==> config.mk <==
export PLATFORM = sky130hd
export DESIGN_NAME = write_ahead_log_transaction_tracker
export DESIGN_NICKNAME = d
export VERILOG_FILES = /design/src/rtl/wal_pkg.sv /design/src/rtl/wal_seq.sv /design/src/rtl/wal_dp.sv /design/src/rtl/write_ahead_log_transaction_tracker.sv
export SDC_FILE = /design/constraint.sdc
export NUM_CORES = 1
export LEC_CHECK = 0
export BUFFER_PORTS_ARGS = -buffer_cell sky130_fd_sc_hd__buf_2
export CORE_ASPECT_RATIO = 0.8
export CORE_MARGIN = 8
export CORE_UTILIZATION = 55
export DETAILED_ROUTE_END_ITERATION = 8
export GPL_TIMING_DRIVEN = 0
export HOLD_SLACK_MARGIN = 0.08
export PLACE_DENSITY = 0.72
export SLEW_MARGIN = 0
export SYNTH_ARGS = -nofsm -noshare
export SYNTH_HDL_FRONTEND = slang
export SYNTH_SLANG_ARGS = --single-unit
export TNS_END_PERCENT = 100
==> constraint.sdc <==
create_clock -name clock -period 5.8 [get_ports clock]
set_input_delay 0.58 -clock clock [delete_from_list [all_inputs] [get_ports clock]]
set_output_delay 0.58 -clock clock [all_outputs]
set_load 0.01 [all_outputs]
==> src/rtl/wal_pkg.sv <==
`default_nettype none

package wal_pkg;

   // table geometry
   localparam int LOG_ENTRIES = 30;
   localparam int IDX_W       = (LOG_ENTRIES > 1) ? $clog2(LOG_ENTRIES) : 1;
   localparam int CNT_W       = $clog2(LOG_ENTRIES + 1);

   // field widths, fixed apart from NEED_W
   localparam int BLK_W      = 24;
   localparam int LBLK_W     = 8;
   localparam int BPO_W      = 5;
   localparam int HCNT_W     = 5;
   localparam int STAT_W     = 3;
   localparam int KIND_W     = 2;
   localparam int TYPE_W     = 2;
   localparam int CSR_IDX_W  = 2;
   localparam int CSR_DATA_W = 24;
   localparam int NEED_W     = CNT_W + BPO_W + 2;
   localparam int UPC_W      = 5;

   // request kinds
   localparam logic [KIND_W-1:0] KIND_BEGIN = 2'd0;
   localparam logic [KIND_W-1:0] KIND_WRITE = 2'd1;
   localparam logic [KIND_W-1:0] KIND_END   = 2'd2;

   // result item types
   localparam logic [TYPE_W-1:0] ITEM_STATUS = 2'd0;
   localparam logic [TYPE_W-1:0] ITEM_COPY   = 2'd1;
   localparam logic [TYPE_W-1:0] ITEM_HEADER = 2'd2;

   // status codes
   localparam logic [STAT_W-1:0] ST_OK        = 3'd0;
   localparam logic [STAT_W-1:0] ST_WAIT      = 3'd1;
   localparam logic [STAT_W-1:0] ST_TOO_BIG   = 3'd2;
   localparam logic [STAT_W-1:0] ST_NO_OP_WR  = 3'd3;
   localparam logic [STAT_W-1:0] ST_NO_OP_END = 3'd4;

   // register indexes
   localparam logic [CSR_IDX_W-1:0] CSR_LOG_START  = 2'd0;
   localparam logic [CSR_IDX_W-1:0] CSR_LOG_BLOCKS = 2'd1;
   localparam logic [CSR_IDX_W-1:0] CSR_BPO        = 2'd2;
   localparam logic [CSR_IDX_W-1:0] CSR_STOP       = 2'd3;

   // register reset values
   localparam logic [BLK_W-1:0]  RST_LOG_START  = 24'd2;
   localparam logic [LBLK_W-1:0] RST_LOG_BLOCKS = 8'd30;
   localparam logic [BPO_W-1:0]  RST_BPO        = 5'd10;

   // microcode jump conditions
   localparam logic [3:0] C_NEVER        = 4'd0;
   localparam logic [3:0] C_ALWAYS       = 4'd1;
   localparam logic [3:0] C_NO_REQ       = 4'd2;
   localparam logic [3:0] C_KIND_BEGIN   = 4'd3;
   localparam logic [3:0] C_KIND_WRITE   = 4'd4;
   localparam logic [3:0] C_KIND_NOT_END = 4'd5;
   localparam logic [3:0] C_NO_OPEN      = 4'd6;
   localparam logic [3:0] C_NO_COMMIT    = 4'd7;
   localparam logic [3:0] C_BEGIN_WAIT   = 4'd8;
   localparam logic [3:0] C_FULL         = 4'd9;
   localparam logic [3:0] C_IDX_DONE     = 4'd10;
   localparam logic [3:0] C_IDX_NOT_LAST = 4'd11;
   localparam logic [3:0] C_NOT_MATCH    = 4'd12;
   localparam logic [3:0] C_STOP         = 4'd13;

   // emit operations
   localparam logic [2:0] E_NONE       = 3'd0;
   localparam logic [2:0] E_STATUS     = 3'd1;
   localparam logic [2:0] E_COPY_IN    = 3'd2;
   localparam logic [2:0] E_HDR_COMMIT = 3'd3;
   localparam logic [2:0] E_COPY_OUT   = 3'd4;
   localparam logic [2:0] E_HDR_CLEAR  = 3'd5;

   // last-flag select
   localparam logic [1:0] L_NO   = 2'd0;
   localparam logic [1:0] L_YES  = 2'd1;
   localparam logic [1:0] L_STOP = 2'd2;

   // index counter ops
   localparam logic [1:0] IX_HOLD = 2'd0;
   localparam logic [1:0] IX_CLR  = 2'd1;
   localparam logic [1:0] IX_INC  = 2'd2;

   // open-operation counter ops
   localparam logic [1:0] OP_HOLD = 2'd0;
   localparam logic [1:0] OP_INC  = 2'd1;
   localparam logic [1:0] OP_DEC  = 2'd2;

   typedef struct packed {
      logic [KIND_W-1:0] kind;
      logic [BLK_W-1:0]  block_number;
   } req_type;

   typedef struct packed {
      logic [TYPE_W-1:0] item_type;
      logic [STAT_W-1:0] status;
      logic              pin_request;
      logic [BLK_W-1:0]  source_block;
      logic [BLK_W-1:0]  target_block;
      logic [HCNT_W-1:0] header_count;
      logic              last;
   } rsp_type;

   typedef struct packed {
      logic [3:0]        cond;
      logic [UPC_W-1:0]  target;
      logic [2:0]        emit;
      logic [STAT_W-1:0] status;
      logic              pin;
      logic [1:0]        last_sel;
      logic [1:0]        idx_op;
      logic [1:0]        open_op;
      logic              append;
      logic              count_clr;
      logic              take_req;
   } uword_type;

   typedef struct packed {
      logic no_req;
      logic kind_begin;
      logic kind_write;
      logic kind_not_end;
      logic no_open;
      logic no_commit;
      logic begin_wait;
      logic full;
      logic idx_done;
      logic idx_not_last;
      logic not_match;
      logic stop;
      logic out_free;
   } flags_type;

endpackage

`default_nettype wire

==> src/rtl/wal_seq.sv <==
`default_nettype none

module wal_seq (
   input  logic               clock,
   input  logic               reset,
   input  wal_pkg::flags_type flags,
   output wal_pkg::uword_type ctl
);
   import wal_pkg::*;

   // step addresses
   localparam logic [UPC_W-1:0] S_IDLE      = 5'd0;
   localparam logic [UPC_W-1:0] S_DISP_BEG  = 5'd1;
   localparam logic [UPC_W-1:0] S_DISP_WR   = 5'd2;
   localparam logic [UPC_W-1:0] S_DISP_END  = 5'd3;
   localparam logic [UPC_W-1:0] S_END       = 5'd4;
   localparam logic [UPC_W-1:0] S_END_DEC   = 5'd5;
   localparam logic [UPC_W-1:0] S_COPY_IN   = 5'd6;
   localparam logic [UPC_W-1:0] S_HDR_CMT   = 5'd7;
   localparam logic [UPC_W-1:0] S_COPY_OUT  = 5'd8;
   localparam logic [UPC_W-1:0] S_HDR_CLR   = 5'd9;
   localparam logic [UPC_W-1:0] S_BEGIN     = 5'd10;
   localparam logic [UPC_W-1:0] S_BEGIN_OK  = 5'd11;
   localparam logic [UPC_W-1:0] S_WRITE     = 5'd12;
   localparam logic [UPC_W-1:0] S_WR_OPEN   = 5'd13;
   localparam logic [UPC_W-1:0] S_SEARCH    = 5'd14;
   localparam logic [UPC_W-1:0] S_CMP       = 5'd15;
   localparam logic [UPC_W-1:0] S_OK        = 5'd16;
   localparam logic [UPC_W-1:0] S_APPEND    = 5'd17;
   localparam logic [UPC_W-1:0] S_ERR_END   = 5'd18;
   localparam logic [UPC_W-1:0] S_ERR_WAIT  = 5'd19;
   localparam logic [UPC_W-1:0] S_ERR_BIG   = 5'd20;
   localparam logic [UPC_W-1:0] S_ERR_WROP  = 5'd21;

   function automatic uword_type rom(input logic [UPC_W-1:0] a);
      uword_type w;
      w = '0;
      unique case (a)
         S_IDLE: begin
            w.cond = C_NO_REQ;  w.target = S_IDLE;
            w.take_req = 1'b1;  w.idx_op = IX_CLR;
         end
         S_DISP_BEG: begin w.cond = C_KIND_BEGIN;   w.target = S_BEGIN; end
         S_DISP_WR:  begin w.cond = C_KIND_WRITE;   w.target = S_WRITE; end
         S_DISP_END: begin w.cond = C_KIND_NOT_END; w.target = S_OK;    end
         S_END:      begin w.cond = C_NO_OPEN;      w.target = S_ERR_END; end
         S_END_DEC: begin
            w.cond = C_NO_COMMIT; w.target = S_OK; w.open_op = OP_DEC;
         end
         S_COPY_IN: begin
            w.cond = C_IDX_NOT_LAST; w.target = S_COPY_IN;
            w.emit = E_COPY_IN;      w.idx_op = IX_INC;
         end
         S_HDR_CMT: begin
            w.cond = C_STOP;        w.target = S_IDLE;
            w.emit = E_HDR_COMMIT;  w.idx_op = IX_CLR; w.last_sel = L_STOP;
         end
         S_COPY_OUT: begin
            w.cond = C_IDX_NOT_LAST; w.target = S_COPY_OUT;
            w.emit = E_COPY_OUT;     w.idx_op = IX_INC;
         end
         S_HDR_CLR: begin
            w.cond = C_ALWAYS;     w.target = S_IDLE;
            w.emit = E_HDR_CLEAR;  w.last_sel = L_YES; w.count_clr = 1'b1;
         end
         S_BEGIN: begin w.cond = C_BEGIN_WAIT; w.target = S_ERR_WAIT; end
         S_BEGIN_OK: begin
            w.cond = C_ALWAYS; w.target = S_IDLE; w.open_op = OP_INC;
            w.emit = E_STATUS; w.status = ST_OK;  w.last_sel = L_YES;
         end
         S_WRITE:   begin w.cond = C_FULL;     w.target = S_ERR_BIG;  end
         S_WR_OPEN: begin w.cond = C_NO_OPEN;  w.target = S_ERR_WROP; end
         S_SEARCH:  begin w.cond = C_IDX_DONE; w.target = S_APPEND;   end
         S_CMP: begin
            w.cond = C_NOT_MATCH; w.target = S_SEARCH; w.idx_op = IX_INC;
         end
         S_OK: begin
            w.cond = C_ALWAYS; w.target = S_IDLE;
            w.emit = E_STATUS; w.status = ST_OK; w.last_sel = L_YES;
         end
         S_APPEND: begin
            w.cond = C_ALWAYS; w.target = S_IDLE; w.append = 1'b1;
            w.emit = E_STATUS; w.status = ST_OK;  w.pin = 1'b1;
            w.last_sel = L_YES;
         end
         S_ERR_END: begin
            w.cond = C_ALWAYS; w.target = S_IDLE;
            w.emit = E_STATUS; w.status = ST_NO_OP_END; w.last_sel = L_YES;
         end
         S_ERR_WAIT: begin
            w.cond = C_ALWAYS; w.target = S_IDLE;
            w.emit = E_STATUS; w.status = ST_WAIT; w.last_sel = L_YES;
         end
         S_ERR_BIG: begin
            w.cond = C_ALWAYS; w.target = S_IDLE;
            w.emit = E_STATUS; w.status = ST_TOO_BIG; w.last_sel = L_YES;
         end
         S_ERR_WROP: begin
            w.cond = C_ALWAYS; w.target = S_IDLE;
            w.emit = E_STATUS; w.status = ST_NO_OP_WR; w.last_sel = L_YES;
         end
         default: begin
            w.cond = C_ALWAYS; w.target = S_IDLE;
         end
      endcase
      return w;
   endfunction

   logic [UPC_W-1:0] upc_ff;
   logic [UPC_W-1:0] upc_in;
   logic             taken;
   logic             go;

   assign ctl = rom(upc_ff);

   always_comb begin
      unique case (ctl.cond)
         C_NEVER:        taken = 1'b0;
         C_ALWAYS:       taken = 1'b1;
         C_NO_REQ:       taken = flags.no_req;
         C_KIND_BEGIN:   taken = flags.kind_begin;
         C_KIND_WRITE:   taken = flags.kind_write;
         C_KIND_NOT_END: taken = flags.kind_not_end;
         C_NO_OPEN:      taken = flags.no_open;
         C_NO_COMMIT:    taken = flags.no_commit;
         C_BEGIN_WAIT:   taken = flags.begin_wait;
         C_FULL:         taken = flags.full;
         C_IDX_DONE:     taken = flags.idx_done;
         C_IDX_NOT_LAST: taken = flags.idx_not_last;
         C_NOT_MATCH:    taken = flags.not_match;
         C_STOP:         taken = flags.stop;
         default:        taken = 1'b0;
      endcase
   end

   // an emitting step waits for room in the output register
   assign go = (ctl.emit == E_NONE) || flags.out_free;

   always_comb begin
      upc_in = upc_ff;
      if (go) begin
         upc_in = taken ? ctl.target : upc_ff + UPC_W'(1);
      end
   end

   always_ff @(posedge clock) begin
      if (reset) begin
         upc_ff <= S_IDLE;
      end else begin
         upc_ff <= upc_in;
      end
   end

endmodule

`default_nettype wire

==> src/rtl/wal_dp.sv <==
`default_nettype none

module wal_dp (
   input  logic                               clock,
   input  logic                               reset,
   input  logic                               req_valid,
   input  wal_pkg::req_type                   req_data,
   input  logic                               rsp_stall,
   output logic                               rsp_valid,
   output wal_pkg::rsp_type                   rsp_data,
   input  logic                               csr_we,
   input  logic [wal_pkg::CSR_IDX_W-1:0]      csr_index,
   input  logic [wal_pkg::CSR_DATA_W-1:0]     csr_wdata,
   input  wal_pkg::uword_type                 ctl,
   output wal_pkg::flags_type                 flags
);
   import wal_pkg::*;

   // configuration
   logic [BLK_W-1:0]  log_start_ff;
   logic [LBLK_W-1:0] log_blocks_ff;
   logic [BPO_W-1:0]  bpo_ff;
   logic              stop_ff;

   // latched request
   logic [KIND_W-1:0] kind_ff;
   logic [BLK_W-1:0]  blk_ff;

   // transaction state
   logic [BLK_W-1:0]  table_ff [LOG_ENTRIES];
   logic [CNT_W-1:0]  entry_count_ff, entry_count_in;
   logic [CNT_W-1:0]  open_ff, open_in;
   logic [CNT_W-1:0]  idx_ff, idx_in;

   // output register
   logic              rsp_valid_ff, rsp_valid_in;
   rsp_type           rsp_data_ff, rsp_data_in;

   logic              go;
   logic              out_free;
   logic              accept;
   logic [BLK_W-1:0]  cur_blk;
   logic [BLK_W-1:0]  slot_blk;
   logic [BPO_W-1:0]  bpo_eff;
   logic [NEED_W-1:0] need;
   rsp_type           item;

   assign out_free = !rsp_valid_ff || !rsp_stall;
   assign go       = (ctl.emit == E_NONE) || out_free;
   assign accept   = ctl.take_req && req_valid;

   assign cur_blk  = table_ff[idx_ff[IDX_W-1:0]];
   assign slot_blk = log_start_ff + BLK_W'(idx_ff) + BLK_W'(1);
   assign bpo_eff  = (bpo_ff == '0) ? BPO_W'(1) : bpo_ff;
   assign need     = NEED_W'(entry_count_ff)
                   + (NEED_W'(open_ff) + NEED_W'(1)) * NEED_W'(bpo_eff);

   always_comb begin
      flags.no_req       = !req_valid;
      flags.kind_begin   = (kind_ff == KIND_BEGIN);
      flags.kind_write   = (kind_ff == KIND_WRITE);
      flags.kind_not_end = (kind_ff != KIND_END);
      flags.no_open      = (open_ff == '0);
      flags.no_commit    = (open_ff != CNT_W'(1)) || (entry_count_ff == '0);
      flags.begin_wait   = (need > NEED_W'(LOG_ENTRIES));
      flags.full         = (entry_count_ff >= CNT_W'(LOG_ENTRIES))
                        || ((LBLK_W+1)'(entry_count_ff) + (LBLK_W+1)'(1)
                            >= (LBLK_W+1)'(log_blocks_ff));
      flags.idx_done     = (idx_ff == entry_count_ff);
      flags.idx_not_last = ((CNT_W+1)'(idx_ff) + (CNT_W+1)'(1))
                        != (CNT_W+1)'(entry_count_ff);
      flags.not_match    = (cur_blk != blk_ff);
      flags.stop         = stop_ff;
      flags.out_free     = out_free;
   end

   // result item assembly
   always_comb begin
      item = '0;
      unique case (ctl.emit)
         E_STATUS: begin
            item.item_type   = ITEM_STATUS;
            item.status      = ctl.status;
            item.pin_request = ctl.pin;
         end
         E_COPY_IN: begin
            item.item_type    = ITEM_COPY;
            item.source_block = cur_blk;
            item.target_block = slot_blk;
         end
         E_HDR_COMMIT: begin
            item.item_type    = ITEM_HEADER;
            item.target_block = log_start_ff;
            item.header_count = HCNT_W'(entry_count_ff);
         end
         E_COPY_OUT: begin
            item.item_type    = ITEM_COPY;
            item.source_block = slot_blk;
            item.target_block = cur_blk;
         end
         E_HDR_CLEAR: begin
            item.item_type    = ITEM_HEADER;
            item.target_block = log_start_ff;
         end
         default: ;
      endcase
      unique case (ctl.last_sel)
         L_YES:   item.last = 1'b1;
         L_STOP:  item.last = stop_ff;
         default: item.last = 1'b0;
      endcase
   end

   always_comb begin
      rsp_valid_in = rsp_valid_ff;
      rsp_data_in  = rsp_data_ff;
      if (ctl.emit != E_NONE && out_free) begin
         rsp_valid_in = 1'b1;
         rsp_data_in  = item;
      end else if (!rsp_stall) begin
         rsp_valid_in = 1'b0;
      end
   end

   always_comb begin
      idx_in         = idx_ff;
      open_in        = open_ff;
      entry_count_in = entry_count_ff;
      if (go) begin
         unique case (ctl.idx_op)
            IX_CLR:  idx_in = '0;
            IX_INC:  idx_in = idx_ff + CNT_W'(1);
            default: ;
         endcase
         unique case (ctl.open_op)
            OP_INC:  open_in = open_ff + CNT_W'(1);
            OP_DEC:  open_in = open_ff - CNT_W'(1);
            default: ;
         endcase
         if (ctl.append) begin
            entry_count_in = entry_count_ff + CNT_W'(1);
         end else if (ctl.count_clr) begin
            entry_count_in = '0;
         end
      end
   end

   always_ff @(posedge clock) begin
      if (reset) begin
         log_start_ff   <= RST_LOG_START;
         log_blocks_ff  <= RST_LOG_BLOCKS;
         bpo_ff         <= RST_BPO;
         stop_ff        <= 1'b0;
         entry_count_ff <= '0;
         open_ff        <= '0;
         idx_ff         <= '0;
         rsp_valid_ff   <= 1'b0;
      end else begin
         if (csr_we) begin
            unique case (csr_index)
               CSR_LOG_START:  log_start_ff  <= csr_wdata[BLK_W-1:0];
               CSR_LOG_BLOCKS: log_blocks_ff <= csr_wdata[LBLK_W-1:0];
               CSR_BPO:        bpo_ff        <= csr_wdata[BPO_W-1:0];
               CSR_STOP:       stop_ff       <= csr_wdata[0];
            endcase
         end
         entry_count_ff <= entry_count_in;
         open_ff        <= open_in;
         idx_ff         <= idx_in;
         rsp_valid_ff   <= rsp_valid_in;
      end
   end

   // payload registers, no reset
   always_ff @(posedge clock) begin
      rsp_data_ff <= rsp_data_in;
      if (accept) begin
         kind_ff <= req_data.kind;
         blk_ff  <= req_data.block_number;
      end
      if (go && ctl.append) begin
         table_ff[entry_count_ff[IDX_W-1:0]] <= blk_ff;
      end
   end

   assign rsp_valid = rsp_valid_ff;
   assign rsp_data  = rsp_data_ff;

endmodule

`default_nettype wire

==> src/rtl/write_ahead_log_transaction_tracker.sv <==
// Channel | Ports                                | Direction | Carries
// --------+--------------------------------------+-----------+----------------------------
// request | req_valid, req_stall, req_data       | in        | kind, block_number
// result  | rsp_valid, rsp_stall, rsp_data       | out       | one command or status item
// config  | csr_we, csr_index, csr_wdata         | in        | log_start .. stop_after_commit
//
// Sequencing: a microcode step counter runs one step a cycle, except while an emitting
//   step holds on a stalled output; one request at a time. A log write checks
//   for room and an open operation, then searches the table entry by entry and
//   appends the block when no entry matches; a committing end emits n copy-in
//   commands and the commit header, then, unless stop is set, n copy-out commands and
//   a clearing header (n = entry count), one emitted item per cycle while the output drains.
// Reset: synchronous, active high; clears the counts, the sequencer and the
//   registers to their defaults. The block table is not cleared.
// Stalls: an emitting step holds while the output register is full and stalled.
`default_nettype none

module write_ahead_log_transaction_tracker (
   input  logic                           clock,
   input  logic                           reset,
   input  logic                           req_valid,
   output logic                           req_stall,
   input  wal_pkg::req_type               req_data,
   output logic                           rsp_valid,
   input  logic                           rsp_stall,
   output wal_pkg::rsp_type               rsp_data,
   input  logic                           csr_we,
   input  logic [wal_pkg::CSR_IDX_W-1:0]  csr_index,
   input  logic [wal_pkg::CSR_DATA_W-1:0] csr_wdata
);
   import wal_pkg::*;

   uword_type ctl;
   flags_type flags;

   // sequencer: microcode table plus step counter
   wal_seq u_seq (
      .clock (clock),
      .reset (reset),
      .flags (flags),
      .ctl   (ctl)
   );

   // datapath: block table, counters, output register, config
   wal_dp u_dp (
      .clock     (clock),
      .reset     (reset),
      .req_valid (req_valid),
      .req_data  (req_data),
      .rsp_stall (rsp_stall),
      .rsp_valid (rsp_valid),
      .rsp_data  (rsp_data),
      .csr_we    (csr_we),
      .csr_index (csr_index),
      .csr_wdata (csr_wdata),
      .ctl       (ctl),
      .flags     (flags)
   );

   // only the idle step takes a request
   assign req_stall = !ctl.take_req;

   // once a request is taken the sequencer is busy with it
   a_busy_after_accept: assert property (@(posedge clock) disable iff (reset)
      (req_valid && !req_stall) |=> req_stall)
      else $error("request taken while previous one in flight");

   // copy and header commands never carry a status or pin
   a_cmd_clean: assert property (@(posedge clock) disable iff (reset)
      (rsp_valid && rsp_data.item_type != ITEM_STATUS)
         |-> (rsp_data.status == ST_OK && !rsp_data.pin_request))
      else $error("command item carries status bits");

   // a blocked emitting step must not advance
   a_emit_holds: assert property (@(posedge clock) disable iff (reset)
      (ctl.emit != E_NONE && rsp_valid && rsp_stall) |=> $stable(ctl))
      else $error("sequencer advanced past a stalled emit");

endmodule

`default_nettype wire

==> metrics <==
outcome finished clean; dominant cell type by area after synthesis edfxtp_1; Placement Cell Area 0.0394 sq mm; # fillers 4534; Synth area leaders edfxtp_1 66%, mux4_2 7.4%, dfxtp_1 3.5%; ys async rst share 0%; count leader, synth edfxtp_1; die area 0.0754 sq mm; Cell Area, Synth 0.0368 sq mm; Worst setup EP type flip-flop; total wire length 113000 um; post-route ant nets 0; worst vdd ir 0.315 mV; DPL Wire Length 76600 um; CTS H-tree lvls 3; CTS Buf Count 81; Clk pwr share 34.4%; Sw Pwr 4.24 mW; endpoints failing setup 0; final cell area excluding filler cells 0.0421 sq mm; CP Max Fanout 10; die span in y 247 um; drt drc 0; Multi-input gate area 0.0107 sq mm; Leakage 13.7 nW; Max-Cap Viols 0; Final Cycle Share 97.0%; Area Overhead vs Synth 14.6%; post-route minimum period 5.63 ns; commonest cells in the netlist 806 x edfxtp_1, 161 x nand2_1, 121 x mux4_2; IO Pins 119; Tot Pwr 15.6 mW; CTS tree built; crit path kind reg2reg; Port Buf Inserts 117; grt ovf 0; setup_tns 0 ns; Hold WS 0.100 ns; P_int 11.3 mW; Core ar. 0.0659 sq mm; CTS max path bufs 3; FF+latch count, synth 870; power per cell area 369 mW/mm^2; DRT Pass-1 Iters 6; Slew HR 6.36%; initial antenna violation count 0; Slew @ Worst Pin 1.39 ns; combinational power share 13.8%; dominant synthesized flop cell edfxtp_1; FF/Latch Area 0.0255 sq mm; Post-Syn Instances 2276; post-layout worst setup margin 0.174 ns; Hold Crit Class in2reg; Row Count 84; Synth Area in Simple Gates 6.53%; number of global-route vias before repair 22100; Starting Density 55.8%; nets@finish 2642; Initial DRC Count 3929; Peak Freq 0.178 GHz; routability cong. 0.939; largest net degree at the start of global routing 37; Required @ worst endpoint 6.33 ns; RSZ-0062 raised after global routing no; dpl ws -0.163 ns; switching share of power 27.3%; fraction of layout cells with a size suffix above 1 21.6%; via total after detailed routing 23300; critical path startpoint category flip-flop; clk_skew 0.0290 ns; Post-synth EDFFs 806; Routed WL per cell 32.9 um; GRT Resource Usage Total 29.2%; part of the power in registers 51.9%; Clock Pin Slew Worst Setup and Hold Paths 0.07 ns; CTS sink count 870; Worst-Skew Late Latency 0.66 ns; Post-Synth Adder-Cell Area 2.78%; Slew Limit Fails 0; crit path DAT 6.15 ns; Yosys Warn Count 0; XOR/XNOR share of the synthesized area 1.38%; syn avg cell area 16.2 sq um; DR vias/cell 6.77; Root Driver clkbuf_16; top cell type's share of synthesized area 65.8%; sequential fraction of the synthesis area 69.3%; global-route wire length before repair 157000 um; die span in x 305 um; final hold violation count 0; Synth Area in Compound Gates 6.21%; syn nets 2403; Unique masters post-synth 82; largest family of logic cells by synthesized area multiplexers; mux cell area share after synthesis 11.5%
[metal layers]
layer | vias up | share of wire (%) | global-route usage, %
met4 | 0 | 3.8 | 9.31
met5 | - | 0 | 0
met3 | 287 | 15 | 9.98
li1 | 9400 | - | -
met2 | 1983 | 44 | 43.3
met1 | 11600 | 37 | 40.7
[worst max-delay path, stage by stage, from the launching register on]
cell	delay, ns
dfxtp_1	0.30
buf_2	0.32
buf_2	0.37
clkbuf_1	0.98
nor2_1	0.44
a22oi_1	0.31
a31oi_1	0.24
a211oi_2	0.72
xnor2_1	0.13
a211oi_1	0.28
nand4_1	0.43
o21bai_1	0.51
a31oi_1	0.14
o31ai_1	0.31
[sequential cells by signal (all words and copies together) (netlist names), 8 cells and up, named ones only]
| register | cells |
|---|---|
| u_dp.blk_ff | 24 |
| u_dp.log_blocks_ff | 8 |
| u_dp.log_start_ff | 24 |
| u_dp.rsp_data | 60 |
| u_dp.table_ff | 720 |
[final timing paths]
| path | cells after the start | slack [ns] | start | to |
|---|---|---|---|---|
| min reg2reg | 2 | 0.46 | u_dp.log_blocks_ff[6] | u_dp.log_blocks_ff[6] |
| max | 13 | 0.17 | flip-flop | u_seq.upc_ff[3] |
| min | 1 | 0.10 | req_data[12] | u_dp.blk_ff[12] |
| max reg2reg | 13 | 0.17 | flip-flop | u_seq.upc_ff[3] |
[metrics by stage]
| step | instances | util [%] |
|---|---|---|
| after detailed placement | 3285 | 59.8 |
| after global placement | 3253 | 58.3 |
| final | 3440 | 64.0 |
| after global routing | 3438 | 63.9 |
| after CTS | 3438 | 63.9 |
| after floorplan | 2276 | - |
[cell usage in the layout, fill, tap and decap left out, types with 54 or more instances in the layout]
master and instances:
a21oi_1 56, buf_2 150, clkbuf_1 79, clkbuf_16 83
dfxtp_1 63, edfxtp_1 806, inv_1 54, mux2_2 55
mux2i_1 88, mux4_2 121, nand2_1 161, nor2_1 81
o21ai_0 56
[kinds of logic after synthesis]
| kind of cell | Yosys count |
|---|---|
| multiplexers | 265 |
| buffers and inverters | 181 |
| flip-flops | 870 |
| adder cells (fa/ha/maj) | 71 |
| AO/OA/AOI/OAI | 332 |
| XOR/XNOR | 58 |
| AND/OR/NAND/NOR | 499 |
[area by class of cell]
type,instances,share of cell area (%)
plain buffers,123,1.48
well taps,860,2.55
flip-flops and latches,870,60.5
repair buffers,157,3.33
clock buffers,110,5.31
multi-input cells,1225,25.5
clock inverters,36,0.873
diodes,2,0.0119
inverters,57,0.508
[power by group through the flow]
| stage | logic [mW] | clock network [mW] | registers, mW |
|---|---|---|---|
| after floorplan | 1.11 | 0 | 8.11 |
| after global routing | 2.24 | 5.57 | 8.11 |
| after detailed placement | 2.07 | 0 | 8.19 |
| after global placement | 1.98 | 0 | 8.18 |
| final | 2.14 | 5.35 | 8.07 |
| after CTS | 2.08 | 5.34 | 8.05 |
[timing repair]
action / CTS / global route
setup buffers: 0 / 1
pin swaps: 0 / 1
resized for setup: 2 / 12
hold buffers: 7 / 0
hold endpoints to repair: 7 / 0
setup endpoints to repair: 4 / 4
(Power assumes the default switching activity.)
